===== config.mk =====
export PLATFORM = sky130hd
export DESIGN_NAME = regex_pattern_tokenizer_top
export DESIGN_NICKNAME = d
export VERILOG_FILES = /design/src/rtl/core/rpt_pkg.sv /design/src/rtl/core/regex_pattern_tokenizer_top.sv /design/src/rtl/core/rpt_decode.sv
export SDC_FILE = /design/constraint.sdc
export NUM_CORES = 1
export LEC_CHECK = 0
export ABC_AREA = 1
export BUFFER_PORTS_ARGS = -buffer_cell sky130_fd_sc_hd__buf_2
export CAP_MARGIN = 10
export CELL_PAD_IN_SITES_DETAIL_PLACEMENT = 1
export CELL_PAD_IN_SITES_GLOBAL_PLACEMENT = 1
export CORE_MARGIN = 1.5
export CORE_UTILIZATION = 34
export DETAILED_ROUTE_END_ITERATION = 7
export GPL_TIMING_DRIVEN = 0
export PLACE_DENSITY_LB_ADDON = 0.25
export SLEW_MARGIN = 20
export SYNTH_ARGS = -nofsm -noshare
export SYNTH_HDL_FRONTEND = slang
export SYNTH_SLANG_ARGS = --single-unit

===== constraint.sdc =====
create_clock -name aclk -period 3.5 [get_ports aclk]
set_clock_uncertainty 0.1 [all_clocks]
set_input_delay 0.175 -clock aclk [delete_from_list [all_inputs] [get_ports aclk]]
set_output_delay 0.175 -clock aclk [all_outputs]
set_load 0.02 [all_outputs]

===== src/rtl/core/rpt_pkg.sv =====
// types and constants shared by the regex pattern tokenizer
`timescale 1ns / 1ps

package rpt_pkg;

    localparam int unsigned ByteW = 8;
    localparam int unsigned KindW = 5;
    localparam int unsigned NibW  = 4;

    typedef enum logic [1:0] {
        MODE_NORMAL = 2'd0,
        MODE_ESC    = 2'd1,
        MODE_HEX1   = 2'd2,
        MODE_HEX2   = 2'd3
    } scan_mode_t;

    typedef enum logic [KindW-1:0] {
        TK_EOF     = 5'd0,
        TK_QMARK   = 5'd1,
        TK_STAR    = 5'd2,
        TK_PLUS    = 5'd3,
        TK_ALT     = 5'd4,
        TK_DOT     = 5'd5,
        TK_CARET   = 5'd6,
        TK_LPAREN  = 5'd7,
        TK_RPAREN  = 5'd8,
        TK_LBRACK  = 5'd9,
        TK_RBRACK  = 5'd10,
        TK_LBRACE  = 5'd11,
        TK_RBRACE  = 5'd12,
        TK_COMMA   = 5'd13,
        TK_CHAR    = 5'd14,
        TK_CLASS   = 5'd15,
        TK_ESCAPED = 5'd16,
        TK_ERROR   = 5'd17
    } token_kind_t;

    typedef struct packed {
        scan_mode_t         mode;
        logic [NibW-1:0]    high_nibble;
        logic               halted;
        logic [ByteW-1:0]   last_byte;
    } scan_state_t;

    typedef struct packed {
        logic               emit;
        token_kind_t        kind;
        logic [ByteW-1:0]   value;
    } token_t;

endpackage


===== src/rtl/core/regex_pattern_tokenizer_top.sv =====
// regex pattern tokenizer: byte stream in, token stream out
`timescale 1ns / 1ps

// channel   dir  tdata bits                              meaning
// s_        in   [7:0] pattern_byte                      one pattern byte per beat
// m_        out  [4:0] token_kind, [12:5] token_value    one token per beat
//
// a byte is taken into an input register, decoded combinationally from there and
// the token lands in the output register
// one byte per cycle unless m_ stalls, set by the single scan state update per byte
// aresetn (synchronous) clears the scan state, halt flag and both valid bits
// a stalled m_ side holds the token; the input register still drains bytes
// that make no token, and s_tready drops only when a token has no place to go

module regex_pattern_tokenizer_top (
    input  logic        aclk,
    input  logic        aresetn,
    input  logic        s_tvalid,
    output logic        s_tready,
    input  logic [7:0]  s_tdata,   // [7:0] pattern_byte
    output logic        m_tvalid,
    input  logic        m_tready,
    output logic [15:0] m_tdata    // [4:0] token_kind, [12:5] token_value, [15:13] zero
);
    import rpt_pkg::*;

    logic              in_valid_reg;
    logic [ByteW-1:0]  in_byte_reg;
    scan_state_t       state_reg;
    scan_state_t       state_next;
    token_t            token;
    logic              out_valid_reg;
    token_kind_t       out_kind_reg;
    logic [ByteW-1:0]  out_value_reg;
    logic              out_free;
    logic              advance;

    rpt_decode u_decode (
        .byte_in    (in_byte_reg),
        .state_in   (state_reg),
        .state_next (state_next),
        .token      (token)
    );

    assign out_free = !out_valid_reg || m_tready;
    assign advance  = in_valid_reg && (out_free || !token.emit);
    assign s_tready = !in_valid_reg || advance;

    always_ff @(posedge aclk) begin
        if (!aresetn) begin
            in_valid_reg <= 1'b0;
        end else if (s_tready) begin
            in_valid_reg <= s_tvalid;
        end
    end

    always_ff @(posedge aclk) begin
        if (s_tready && s_tvalid) begin
            in_byte_reg <= s_tdata;
        end
    end

    always_ff @(posedge aclk) begin
        if (!aresetn) begin
            state_reg.mode        <= MODE_NORMAL;
            state_reg.high_nibble <= '0;
            state_reg.halted      <= 1'b0;
            state_reg.last_byte   <= '0;
        end else if (advance) begin
            state_reg <= state_next;
        end
    end

    always_ff @(posedge aclk) begin
        if (!aresetn) begin
            out_valid_reg <= 1'b0;
        end else if (out_free) begin
            out_valid_reg <= advance && token.emit;
        end
    end

    always_ff @(posedge aclk) begin
        if (out_free && advance && token.emit) begin
            out_kind_reg  <= token.kind;
            out_value_reg <= token.value;
        end
    end

    assign m_tvalid = out_valid_reg;
    assign m_tdata  = {3'b000, out_value_reg, out_kind_reg};

    // once halted, no new token is loaded
    a_halt_quiet: assert property (@(posedge aclk) disable iff (!aresetn)
        (state_reg.halted && !out_valid_reg) |=> !out_valid_reg)
        else $error("token produced while halted");

    // an error token always leaves the lexer halted
    a_error_halts: assert property (@(posedge aclk) disable iff (!aresetn)
        (advance && token.emit && token.kind == TK_ERROR) |=> state_reg.halted)
        else $error("error token without halt");

    // end of pattern consumes nothing
    a_eof_keeps_state: assert property (@(posedge aclk) disable iff (!aresetn)
        (advance && token.emit && token.kind == TK_EOF) |=> $stable(state_reg))
        else $error("eof token changed scan state");

endmodule


===== src/rtl/core/rpt_decode.sv =====
// per-byte lexer decode: token and next scan state from one pattern byte
`timescale 1ns / 1ps

module rpt_decode (
    input  logic [rpt_pkg::ByteW-1:0] byte_in,
    input  rpt_pkg::scan_state_t      state_in,
    output rpt_pkg::scan_state_t      state_next,
    output rpt_pkg::token_t           token
);
    import rpt_pkg::*;

    localparam logic [ByteW-1:0] ChNul   = 8'h00;
    localparam logic [ByteW-1:0] ChBslash = 8'h5C;
    localparam logic [ByteW-1:0] ChTab   = 8'h09;
    localparam logic [ByteW-1:0] ChLowT  = 8'h74;
    localparam logic [ByteW-1:0] ChLowX  = 8'h78;

    // metacharacter lookup, TK_EOF when the byte is not one
    function automatic token_kind_t meta_kind(input logic [ByteW-1:0] b);
        token_kind_t k;
        case (b)
            8'h3F:   k = TK_QMARK;   // ?
            8'h2A:   k = TK_STAR;    // *
            8'h2B:   k = TK_PLUS;    // +
            8'h7C:   k = TK_ALT;     // |
            8'h2E:   k = TK_DOT;     // .
            8'h5E:   k = TK_CARET;   // ^
            8'h28:   k = TK_LPAREN;
            8'h29:   k = TK_RPAREN;
            8'h5B:   k = TK_LBRACK;
            8'h5D:   k = TK_RBRACK;
            8'h7B:   k = TK_LBRACE;
            8'h7D:   k = TK_RBRACE;
            8'h2C:   k = TK_COMMA;
            default: k = TK_EOF;
        endcase
        return k;
    endfunction

    // {valid, digit value}
    function automatic logic [NibW:0] hex_digit(input logic [ByteW-1:0] b);
        logic [NibW:0] r;
        r = '0;
        if (b >= 8'h30 && b <= 8'h39) begin
            r = {1'b1, 4'(b - 8'h30)};
        end else if (b >= 8'h61 && b <= 8'h66) begin
            r = {1'b1, 4'(b - 8'h57)};
        end else if (b >= 8'h41 && b <= 8'h46) begin
            r = {1'b1, 4'(b - 8'h37)};
        end
        return r;
    endfunction

    logic              printable;
    logic              is_class;
    token_kind_t       mk;
    logic [NibW:0]     hx;

    assign printable = (byte_in >= 8'h20) && (byte_in <= 8'h7E);
    // d D w W s S
    assign is_class  = (byte_in == 8'h64) || (byte_in == 8'h44) || (byte_in == 8'h77)
                    || (byte_in == 8'h57) || (byte_in == 8'h73) || (byte_in == 8'h53);
    assign mk        = meta_kind(byte_in);
    assign hx        = hex_digit(byte_in);

    always_comb begin
        state_next  = state_in;
        token.emit  = 1'b0;
        token.kind  = TK_ERROR;
        token.value = byte_in;
        if (!state_in.halted) begin
            unique case (state_in.mode)
                MODE_NORMAL: begin
                    if (byte_in == ChNul) begin
                        token.emit  = 1'b1;
                        token.kind  = TK_EOF;
                        token.value = state_in.last_byte;
                    end else begin
                        state_next.last_byte = byte_in;
                        if (mk != TK_EOF) begin
                            token.emit = 1'b1;
                            token.kind = mk;
                        end else if (byte_in == ChBslash) begin
                            state_next.mode = MODE_ESC;
                        end else if (printable) begin
                            token.emit = 1'b1;
                            token.kind = TK_CHAR;
                        end else begin
                            token.emit        = 1'b1;
                            state_next.halted = 1'b1;
                        end
                    end
                end
                MODE_ESC: begin
                    if (byte_in == ChNul) begin
                        token.emit        = 1'b1;
                        state_next.halted = 1'b1;
                    end else begin
                        state_next.last_byte = byte_in;
                        state_next.mode      = MODE_NORMAL;
                        if (is_class) begin
                            token.emit = 1'b1;
                            token.kind = TK_CLASS;
                        end else if (byte_in == ChLowT) begin
                            token.emit  = 1'b1;
                            token.kind  = TK_CHAR;
                            token.value = ChTab;
                        end else if (byte_in == ChLowX) begin
                            state_next.mode = MODE_HEX1;
                        end else if (printable) begin
                            token.emit = 1'b1;
                            token.kind = TK_ESCAPED;
                        end else begin
                            token.emit        = 1'b1;
                            state_next.halted = 1'b1;
                        end
                    end
                end
                MODE_HEX1: begin
                    if (!hx[NibW]) begin
                        token.emit        = 1'b1;
                        state_next.halted = 1'b1;
                    end else begin
                        state_next.last_byte   = byte_in;
                        state_next.high_nibble = hx[NibW-1:0];
                        state_next.mode        = MODE_HEX2;
                    end
                end
                MODE_HEX2: begin
                    token.emit = 1'b1;
                    if (!hx[NibW]) begin
                        state_next.halted = 1'b1;
                    end else begin
                        state_next.last_byte = byte_in;
                        state_next.mode      = MODE_NORMAL;
                        token.kind           = TK_CHAR;
                        token.value          = {state_in.high_nibble, hx[NibW-1:0]};
                    end
                end
                default: begin
                    state_next = state_in;
                end
            endcase
        end
    end

endmodule

After elaboration in Yosys (flattened, before gate mapping). Index checks and enable logic that the tools add are counted.

Mux-type cells: 43. Order comparisons: 8. $add $sub $neg: 3. Bitwise logic cells: 1. Reduce and logical (&&, ||, !) cells: 27. Equal/unequal tests: 32.

Operators with widths (count): $eq A8 B7 Y1 const B (15); $eq A8 B6 Y1 const B (7); $pmux W4 S13 (1); $mux W6 (7); $pmux W13 S3 (1); $mux W8 (4); $pmux W9 S3 (1); $mux W13 (2); $le A8 B7 Y1 const B (3); $mux W5 (4); $mux W9 (2); $ge A8 B6 Y1 const B (2); $ge A8 B7 Y1 const B (2); $mux W2 (8); $mux W14 (1); $mux W1 (10); $logic_and A1 B1 Y1 (9); $le A8 B6 Y1 const B (1); $logic_not A8 Y1 (1); $logic_or A1 B1 Y1 (8); $ne A2 B1 Y1 const B (4); $pmux W2 S4 (1); $reduce_and A4 Y1 (2); $reduce_and A8 Y1 (1); other kinds (11) (17).

Bits in registers: 38. Input port bits: 12. Output and inout port bits: 18. Word-level logic and storage cells: 123.

Longest topological paths before layout. Gate-level depths: netlist of run 1.

Word-level depth: 15. Mapped depth: 17.

Hierarchy. From an unflattened synthesis of run 1, not the netlist that was laid out.

Cell total of the unflattened synthesis: 412. Area, all modules: 2802.7 µm².

Modules (own cells, without submodules): regex_pattern_tokenizer_top (cells an instance 138, area each 1486.4 µm², seq. area each 970.9 µm², instances 1); rpt_decode (cells an instance 274, area each 1316.3 µm², seq. area each 0.0 µm², instances 1).

Worst setup path before layout of run 1. No wires, ideal clock.

Path type: reg2reg. Start point: reg in_byte_reg[0]. End point: reg out_kind_reg[0], enable pin. Library setup time: 0.384 ns. Required time: 3.016 ns. Path slack: 0.802 ns. Data arrival time: 2.215 ns. Cell stages (with the launch flop): 14. Path buffers: 0. Cell sequence: edfxtp_1 inv_1 ha_1 inv_1 nor2_1 nand2_1 nand2_1 nor2_2 nand2_4 nor2_8 nand3_4 nand3_4 nand2_2 nor2_1.

Cells in the longest elaborated chain, start to end: 15.

Ends and longest elaborated chain: start, declared (RTL line regex_pattern_tokenizer_top.sv:28) `logic [ByteW-1:0] in_byte_reg;`; start signal, assigned (RTL line regex_pattern_tokenizer_top.sv:59) `in_byte_reg <= s_tdata;`; branches (longest 8 deep; another with $ge A8 B7 Y1); $pmux W1 S4 (*) (RTL line rpt_decode.sv:72) `unique case (state_in.mode)`; $mux W14 (*) (RTL line rpt_decode.sv:71) `if (!state_in.halted) begin`; $logic_not A1 Y1 (RTL line regex_pattern_tokenizer_top.sv:46) `assign advance = in_valid_reg && (out_free || !token.emit);`; $logic_or A1 B1 Y1 (RTL line regex_pattern_tokenizer_top.sv:46); $logic_and A1 B1 Y1 (RTL line regex_pattern_tokenizer_top.sv:46); $logic_and A1 B1 Y1 (RTL line regex_pattern_tokenizer_top.sv:83) `if (out_free && advance && token.emit) begin`; $logic_and A1 B1 Y1 (*) (RTL line regex_pattern_tokenizer_top.sv:83); end signal, assigned (RTL line regex_pattern_tokenizer_top.sv:84) `out_kind_reg <= token.kind;`; end, declared (RTL line regex_pattern_tokenizer_top.sv:33) `token_kind_t out_kind_reg;`.

Every way passes the cells marked *. A chain may end at the register's enable or synchronous reset.

Worst setup path after layout of run 1.
Start point: reg in_byte_reg[0]. End point: reg out_value_reg[0], enable pin.

Cells in the longest elaborated chain, start to end: 15.

Ends and longest elaborated chain: branches (longest 8 deep; another with $ge A8 B7 Y1); $pmux W1 S4 (*) (RTL line rpt_decode.sv:72); $mux W14 (*) (RTL line rpt_decode.sv:71); $logic_not A1 Y1 (RTL line regex_pattern_tokenizer_top.sv:46); $logic_or A1 B1 Y1 (RTL line regex_pattern_tokenizer_top.sv:46); $logic_and A1 B1 Y1 (RTL line regex_pattern_tokenizer_top.sv:46); $logic_and A1 B1 Y1 (RTL line regex_pattern_tokenizer_top.sv:83); $logic_and A1 B1 Y1 (*) (RTL line regex_pattern_tokenizer_top.sv:83); end signal, assigned (RTL line regex_pattern_tokenizer_top.sv:85) `out_value_reg <= token.value;`; end, declared (RTL line regex_pattern_tokenizer_top.sv:34) `logic [ByteW-1:0] out_value_reg;`.

Marks and branches as above.

==> reports/metrics.yaml, run 1 <==
cap_viol_max_count: 0
drt-wirelength-per-cell_um: 14.98
synth-xor-area-share: 0.006641
p_leak_nw: 1.376
crit_path_end_kind: "flip-flop"
fillers: 929
synth_simple_gate_area_frac: 0.3302
io_pins: 30
die_height_um: 91.08
instances_no_fill: 481
tightest_slew_ps: 612.8
ys_types: 46
clk_pin_slew_worst_paths_ps: 90
synth_top_family_by_area: "simple AND/OR/NAND/NOR gates"
synth_adder_area_share: 0.02372
setup.worst_path.start: "in_byte_reg[0]"
fin_ws_ps: 582.6
cts_inserted_buffers: 5
pre_cts_ws_ps: 273.1
cp_max_fo: 14
cts_setup_buffers: 0
cts_buffer_depth: 2
synthMuxAreaShare: 0
synth_seq_cells: 38
place_inst: 465
final_layout_size_suffix_gt1_frac: 0.2487
r2r-start: "in_byte_reg[0]"
period_needed_ps: 2917
hp-class: "in2reg"
final.setup.tns_ps: 0
peakVddDrop_mv: 0.1988
die_area_um2: 8295
start_util: 0.3579
cp.required_ps: 3330
rsz0062_at_grt: "false"
hold_viol_final: 0
area_growth_pct: 18.26
die_w_um: 91.08
wl_um: 7207
power.density_nw_per_um2: 374.2
largest_reg_flops: 15
rows: 31
drt_iter0_markers: 109
viasPerCell: 4.952
diodes: 0
grt_pass1_wl_um: 11960
nets: 398
synthTopCellsByArea: "edfxtp_1 24%, dfxtp_1 13%, nand2_1 9.3%"
arrival_ps: 2740
hold_depth: 3
slowest_delay_ps: 500
cp_cell_sequence: "inv_1 > ha_1 > nand2_1 > nor3_1 > nand3_2 > inv_1 > nor2_2 > nand3_4 > nand3_4 > nand2_2 > nor2_2"
antenna_found_initial: 0
cts_tree: "done"
r2r_cells: 11
track_usage: 0.1835
gp_congestion: 0.9161
drc: 0
synth_top_area_share: 0.2391
setup-violations-final: 0
syn_inst: 338
yosysWarnings: 0
report.power.total_mw: 1.167
max_slew_margin: 0.5910
insertion_delay_ps: 300
dp.final_hpwl_um: 5734
grt_pass1_vias: 2362
fmax_mhz: 342.8
final.period_utilization: 0.8335
synthFlopType: "edfxtp_1"
vias: 2382
start_kind: "flip-flop"
maxSlewViolCount: 0
grt_max_degree: 15
cts_sinks: 38
status: "finished, final reports clean"
crit_type: "reg2reg"
portBuffers: 26
htreeDepth: 2
synth_area_leader_cell: "edfxtp_1"
ys_seq_area_frac: 0.3681
overflow: 0
synth-async-reset-ratio: 0
drtAntennaViolNets: 0
hold_start: "aresetn"
fp.coreArea_um2: 7370
first_pass_iters: 4
cts_root_buf: "clkbuf_8"
synth_edf_count: 21
slowest_stage: "nor2_2"
syn_avg_cell_area_um2: 7.803
synth_area_um2: 2638
synth-compound-area-share: 0.1675
postLayoutCoreUtil: 0.4233
routing by layer:
layer,GRT usage,vias up,share of wire
li1,-,1207,-
met2,0.3141,50,0.47
met4,0.02865,0,0.011
met5,0,-,0
met1,0.2386,1117,0.47
met3,0.04188,8,0.046
layout make-up:
cell class                 instances  area (um2)  area share
buffer                            11       86.33     0.02768
clock buffer                       5       68.82     0.02206
clock inverter                     3       68.82     0.02206
inverter                          47       183.9     0.05897
multi-input combinational        244        1406      0.4509
sequential                        38       970.9      0.3113
tap                               99       123.9     0.03971
timing repair buffer              34       210.2     0.06739
final timing paths:
| check | to | slack [ps] |
|---|---|---|
| worst min register to register | state_reg[0] | 360 |
| worst max register to register | out_value_reg[0] | 580 |
| worst max-delay path | out_value_reg[0] | 580 |
| worst min-delay path | state_reg[11] | 120 |
stage by stage:
step / area [um2] / hold WS [ps]
finish: 3119 / 121.1
global placement: 2899 / 252.1
floorplan: 2645 / 173.9
global route: 3119 / 137.3
detailed placement: 2899 / 254.0
CTS: 3117 / 132.6
cell families (layout without fill, tap and decap cells):
family,after synthesis,in the layout
compound gates,71,71
xor+xnor,2,2
fa+ha+maj,5,5
buf+inv,58,100
flops,38,38
other cells,1,3
simple gates,163,163
Yosys cell counts (all sizes together), types with 3 or more instances:
cell type,instances
dfxtp,17
buf,7
o22ai,5
o21ai,27
inv,46
o31ai,4
nand3,22
nand4,3
o21a,3
nor2,46
edfxtp,21
ha,5
nor3,5
nand2,83
clkbuf,4
a21oi,21
cells in the final DEF (no fill, tap or decap), drive strengths merged, types with 2 or more instances in the layout:
master,Yosys,layout
inv,46,46
dfxtp,17,17
a22oi,2,2
conb,1,3
buf,7,33
o2111ai,2,2
o21ai,27,27
xor2,2,2
clkbuf,4,9
nor2,46,46
nand3,22,22
o22ai,5,5
o21bai,2,2
bufinv,0,2
o31ai,4,4
clkinv,1,2
dlygate4sd3,0,8
nand2,83,83
nor3,5,5
nand4,3,3
ha,5,5
nor4,2,2
a21oi,21,21
edfxtp,21,21
o21a,3,3
worst max-delay path, delay by kind of cell, from the launching register on:
kind / cells / cell delay (ps)
buffers and inverters: 2 / 290
adders and majority gates: 1 / 290
and+or+nand+nor: 8 / 1410
DFF: 1 / 450
report_power, final:
group | total (mW) | internal, mW | switching (mW)
clock | 0.462 | 0.286 | 0.176
combinational | 0.191 | 0.0669 | 0.124
sequential | 0.514 | 0.500 | 0.0141
timing repair:
| action | 4_1_cts | 5_1_grt |
|---|---|---|
| gates resized for setup | 0 | 0 |
| endpoints found under the hold margin | 8 | 0 |
| hold buffers | 8 | 0 |
(Power assumes the default switching activity.)
==> run 2, diff against run 1 <==
==> constraint.sdc (replaced) <==
create_clock -name aclk -period 2.76 [get_ports aclk]
set_clock_uncertainty 0.1 [all_clocks]
set_input_delay 0.138 -clock aclk [delete_from_list [all_inputs] [get_ports aclk]]
set_output_delay 0.138 -clock aclk [all_outputs]
set_load 0.02 [all_outputs]
==> run 2 against run 1 <==
  * Final area rose by 3.7%
  * Combinational power rose by 36%
  * Die area did not move
  * Routed wire length rose by 1.4%
  * First-iteration DRC count rose by 83%
  * Sequential cell count did not move
  * Critical path type is now reg2out
  * Sequential power rose by 27%
  * Power rose by 28%
  * Via count rose by 0.59%
  * Final cell count rose by 2.3%
  * Global-route usage rose by 0.12 points
  * Sequential share of layout area fell by 1.1 points
==> reports/metrics.yaml, run 2 (synthesis gave the netlist of run 1 again) <==
cts_sinks: 38  # unchanged
cp.required_ps: 2520  # -810 ps
reg2reg_to: "in_byte_reg[0]"
rows: 31  # unchanged
power.density_nw_per_um2: 462.0  # +23%
peakVddDrop_mv: 0.2488  # +25%
min_to: "state_reg[11]"
crit_path_end_kind: "primary output"
slowest_delay_ps: 500  # about the same
drtAntennaViolNets: 0  # unchanged
final_layout_size_suffix_gt1_frac: 0.2850  # +0.03630
viasPerCell: 4.870  # -1.7%
die_height_um: 91.08  # unchanged
insertion_delay_ps: 290  # about the same
use_met3: 0.04188  # unchanged
start_util: 0.3579  # unchanged
cap_viol_max_count: 0  # unchanged
cp_cell_sequence: "buf_4 > ha_1 > inv_1 > nor2_1 > nand2_1 > nand2_2 > nor2_4 > nand2_4 > nor2_8 > nand3_4 > nand2_2 > inv_1 > nand3_1 > buf_2"
hold_start: "aresetn"
cts_inserted_buffers: 5  # unchanged
max_slew_margin: 0.6436  # +0.05256
die_w_um: 91.08  # unchanged
portBuffers: 26  # unchanged
r2r_cells: 15  # +4
htreeDepth: 2  # unchanged
clk_pin_slew_worst_paths_ps: 90  # about the same
p_leak_nw: 1.428  # +3.7%
fin_ws_ps: 139.0  # -443.6 ps
crit_type: "reg2out"
diodes: 0  # unchanged
io_pins: 30  # unchanged
setup-violations-final: 0  # unchanged
antenna_found_initial: 0  # unchanged
fp.coreArea_um2: 7370  # unchanged
pre_cts_ws_ps: -466.9  # -740.0 ps
fmax_mhz: 381.5
cts_tree: "done"
hold_viol_final: 0  # unchanged
hold_depth: 3  # unchanged
setup.worst_path.start: "in_byte_reg[0]"
grtUsageMet1: 0.2402  # +0.001553
drc: 0  # unchanged
postLayoutCoreUtil: 0.4389  # +0.01562
top_usage_layer: "met2"
timing.hold.ws_ps: 91.25  # -29.88 ps
cp_max_fo: 5  # -9
die_area_um2: 8295  # unchanged
grt_max_degree: 15  # unchanged
status: "finished, final reports clean"
wl_um: 7305  # +1.4%
area_growth_pct: 22.63
vias: 2396  # +0.59%
cts_root_buf: "clkbuf_8"
r2r-start: "in_byte_reg[0]"
largest_reg_flops: 15  # unchanged
track_usage: 0.1847  # +0.001237
grt_pass1_vias: 2380  # +0.76%
tightest_slew_ps: 534.7  # -78.18 ps
arrival_ps: 2380  # -360 ps
cts_buffer_depth: 2  # unchanged
period_needed_ps: 2621
drt-wirelength-per-cell_um: 14.85  # -0.91%
overflow: 0  # unchanged
final.setup.tns_ps: 0  # unchanged
crit_buf_inv: 4  # +2
rsz0062_at_grt: "true"
first_pass_iters: 4  # unchanged
gp_congestion: 0.9161  # unchanged
grt_use_met2: 0.3165  # +0.002488
slowest_stage: "edfxtp_1"
final_cell_mix: "64 x nand2_1, 34 x inv_1, 32 x nor2_1"
nets: 409  # +2.8%
drt_iter0_markers: 199  # +83%
final_common_cell: "nand2_1"
cp_top_family: "simple AND/OR/NAND/NOR gates"
dp.final_hpwl_um: 5734  # unchanged
grt_pass1_wl_um: 12040  # +0.64%
maxSlewViolCount: 0  # unchanged
final.period_utilization: 0.9496
hp-class: "in2reg"
start_kind: "flip-flop"
rrSetupSlack_ps: 150  # -430 ps
## run 2: layout make-up
| cell class | count | area [um2] |
|---|---|---|
| fillers | 926 | 4135 |
| clock buffers | 5 | 68.82 |
| flip-flops and latches | 38 | 970.9 |
| repair buffers | 45 | 305.3 |
| well taps | 99 | 123.9 |
| inverters | 47 | 188.9 |
| plain buffers | 11 | 86.33 |
| multi-input cells | 244 | 1421 |
| clock inverters | 3 | 68.82 |
## run 2: how the worst max path moves through the flow
stage / slack (ps) / cells past startpoint / end
after floorplan: 60 / 13 / out_kind_reg[0]
after global placement: -440 / 10 / out_kind_reg[2]
after detailed placement: -470 / 11 / out_kind_reg[1]
after CTS: 40 / 12 / s_tready
after global routing: -40 / 11 / s_tready
final: 140 / 14 / s_tready
## run 2: routing by layer
layer,share of wire,vias to the layer above
li1,-,1229
met1,0.46,1106
met2,0.48,55
met3,0.055,6
met4,0.0078,0
met5,0,-
## run 2: worst min-delay path, stage by stage
cell	delay (ps)
buf_2	80
inv_1	110
nor2_1	120
## run 2: timing repair
item	CTS	global route
endpoints found under the setup margin	24	26
endpoints found under the hold margin	8	0
setup buffers	2	9
pin swaps	0	3
hold buffers	8	0
gates resized for setup	5	6
## run 2: power breakdown
group	total, mW	switching (mW)	internal (mW)
sequential	0.652	0.0180	0.634
combinational	0.259	0.162	0.0968
clock	0.583	0.220	0.362
total	1.49	0.401	1.09
## run 2: per-stage QoR
step | power (mW) | cells | area, um2
floorplan | 0.8311 | 340 | 2645
global placement | 0.8944 | 465 | 2899
detailed placement | 0.8989 | 465 | 2899
CTS | 1.495 | 483 | 3139
global route | 1.563 | 492 | 3234
finish | 1.494 | 492 | 3234
==> run 3, diff against run 2 <==
--- a/config.mk
+++ b/config.mk
@@ -10,8 +10,9 @@
 export CAP_MARGIN = 10
 export CELL_PAD_IN_SITES_DETAIL_PLACEMENT = 1
 export CELL_PAD_IN_SITES_GLOBAL_PLACEMENT = 1
+export CORE_ASPECT_RATIO = 0.6
 export CORE_MARGIN = 1.5
-export CORE_UTILIZATION = 34
+export CORE_UTILIZATION = 43
 export DETAILED_ROUTE_END_ITERATION = 7
 export GPL_TIMING_DRIVEN = 0
 export PLACE_DENSITY_LB_ADDON = 0.25
==> run 3 against run 2 <==
  * Combinational power grew 2%
  * Hold slack worse by 16 ps
  * Clock power is 20% lower
  * Setup slack lost 48 ps
  * Power decreased by 7.3%
  * Routed wire length grew 9.7%
  * Critical path type unchanged
==> reports/metrics.yaml, run 3 (synthesis gave the netlist of run 1 again) <==
viasPerCell: 5.338  # +9.6%
power.internal_mw: 0.9998  # -8.6%
rsz0062_at_grt: "true"
die_w_um: 104.1  # +14%
track_usage: 0.2577  # +0.07296
power.density_nw_per_um2: 440.7  # -4.6%
wl_um: 8017  # +9.7%
dp.final_hpwl_um: 6140  # +7.1%
htreeDepth: 2  # unchanged
seqPwrFrac: 0.472  # +0.035
start_kind: "flip-flop"
cts_buffer_depth: 2  # unchanged
vias: 2493  # +4.0%
nets: 403  # -1.5%
hp-class: "in2reg"
fmax_mhz: 374.6  # -1.8%
largest_reg_flops: 15  # unchanged
grt_pass1_wl_um: 13010  # +8.0%
portBuffers: 26  # unchanged
grt_pass1_vias: 2534  # +6.5%
cp_max_fo: 5  # unchanged
final.setup.tns_ps: 0  # unchanged
peakVddDrop_mv: 0.1950  # -22%
crit_path_end_kind: "primary output"
swShare: 0.2781  # +0.009902
postLayoutCoreUtil: 0.5462  # +0.1073
arrival_ps: 2430  # +50 ps
cts_tree: "done"
placed_area_um2: 2875  # -0.82%
hold_viol_final: 0  # unchanged
final_layout_size_suffix_gt1_frac: 0.2739  # -0.01109
report.power.total_mw: 1.385  # -7.3%
final_common_cell: "nand2_1"
rows: 21  # -32%
overflow: 0  # unchanged
grt_max_degree: 15  # unchanged
insertion_delay_ps: 290  # about the same
drc: 0  # unchanged
period_needed_ps: 2669  # +48.24 ps
start_util: 0.4584  # +0.1005
cp.required_ps: 2520  # about the same
stdcell_area_um2: 3143  # -2.8%
crit_type: "reg2out"
status: "finished, final reports clean"
tightest_slew_ps: 581.5  # +46.86 ps
final.period_utilization: 0.9671  # +0.01748
first_pass_iters: 4  # unchanged
power_frac_clock: 0.337  # -0.053
diodes: 0  # unchanged
area_growth_pct: 19.16
cts_inserted_buffers: 5  # unchanged
die_height_um: 63.67  # -30%
combPwrFrac: 0.190  # +0.017
drt_iter0_markers: 163  # -18%
drtAntennaViolNets: 0  # unchanged
net-switching-power_mw: 0.3852  # -3.9%
clk_pin_slew_worst_paths_ps: 70  # -20 ps
antenna_found_initial: 0  # unchanged
cts_root_buf: "clkbuf_8"
final_cell_mix: "64 x nand2_1, 34 x inv_1, 32 x nor2_1"
p_leak_nw: 1.384  # -3.1%
fillers: 729  # -21%
fp.coreArea_um2: 5754  # -22%
max_slew_margin: 0.6123  # -0.03124
cts_sinks: 38  # unchanged
cap_viol_max_count: 0  # unchanged
drt-wirelength-per-cell_um: 17.17  # +16%
maxSlewViolCount: 0  # unchanged
setup-violations-final: 0  # unchanged
die_area_um2: 6628  # -20%
gp_congestion: 0.9436  # +3.0%
io_pins: 30  # unchanged
run 3: cell count changes in the layout (fill, tap and decap cells not counted), sizes merged:
cell    previous run  this run
clkbuf             9        11
clkinv             2         1
buf               44        38
bufinv             2         1
run 3: repair_timing:
item                                    CTS  global route
hold buffers                              8             0
resized for setup                         4             8
pin swaps                                 0             2
endpoints found under the hold margin     8             0
endpoints found under the setup margin   24            25
buffers inserted                          2             3
run 3: path summary, 6_finish.rpt:
| path | startpoint | end | slack [ps] | depth (start not counted) |
|---|---|---|---|---|
| min reg2reg | state_reg[0] | state_reg[0] | 360 | 2 |
| max reg2reg | in_byte_reg[0] | out_kind_reg[4] | 160 | 14 |
| max | in_byte_reg[0] | s_tready | 90 | 14 |
| min | aresetn | state_reg[9] | 80 | 3 |
run 3: layout make-up:
cell class,count,area [um2],share of cell area
clock buffer,7,76.32,0.02428
multi-input combinational,244,1430,0.4550
timing repair buffer,39,260.3,0.08280
buffer,11,86.33,0.02747
sequential,38,970.9,0.3089
tap,80,100.1,0.03185
inverter,47,188.9,0.06011
clock inverter,1,30.03,0.009554
run 3: power groups by stage:
stage | clock [mW] | combinational [mW] | sequential, mW
2_1_floorplan | 0 | 0.152 | 0.679
3_3_place_gp | 0 | 0.226 | 0.666
3_5_place_dp | 0 | 0.234 | 0.668
4_1_cts | 0.473 | 0.249 | 0.654
5_1_grt | 0.496 | 0.287 | 0.658
6_report | 0.467 | 0.264 | 0.654
run 3: metal layers:
metal	global-route usage	wire length, um	vias up
met1	0.3683	4018	1184
met4	0.07986	158	0
li1	-	-	1217
met5	0	0	-
met2	0.3949	3370	77
met3	0.04658	470	15
run 3: metrics by stage:
step / setup WS [ps] / cells / hold WS, ps
floorplan: 61.52 / 340 / 136.9
global placement: -588.5 / 446 / 215.0
detailed placement: -688.7 / 446 / 217.1
CTS: 0.3106 / 464 / 20.19
global route: -77.36 / 467 / 96.57
finish: 90.75 / 467 / 75.15
run 3: worst max-delay path: stages, from the launching register on:
cell and delay (ps):
edfxtp_1 470, buf_4 180, ha_1 180, inv_1 110
nor2_1 110, nand2_1 110, nand2_2 90, nor2_4 120
nand2_4 70, nor2_8 120, nand3_4 120, nand2_2 120
inv_1 50, nand3_1 110, buf_2 190
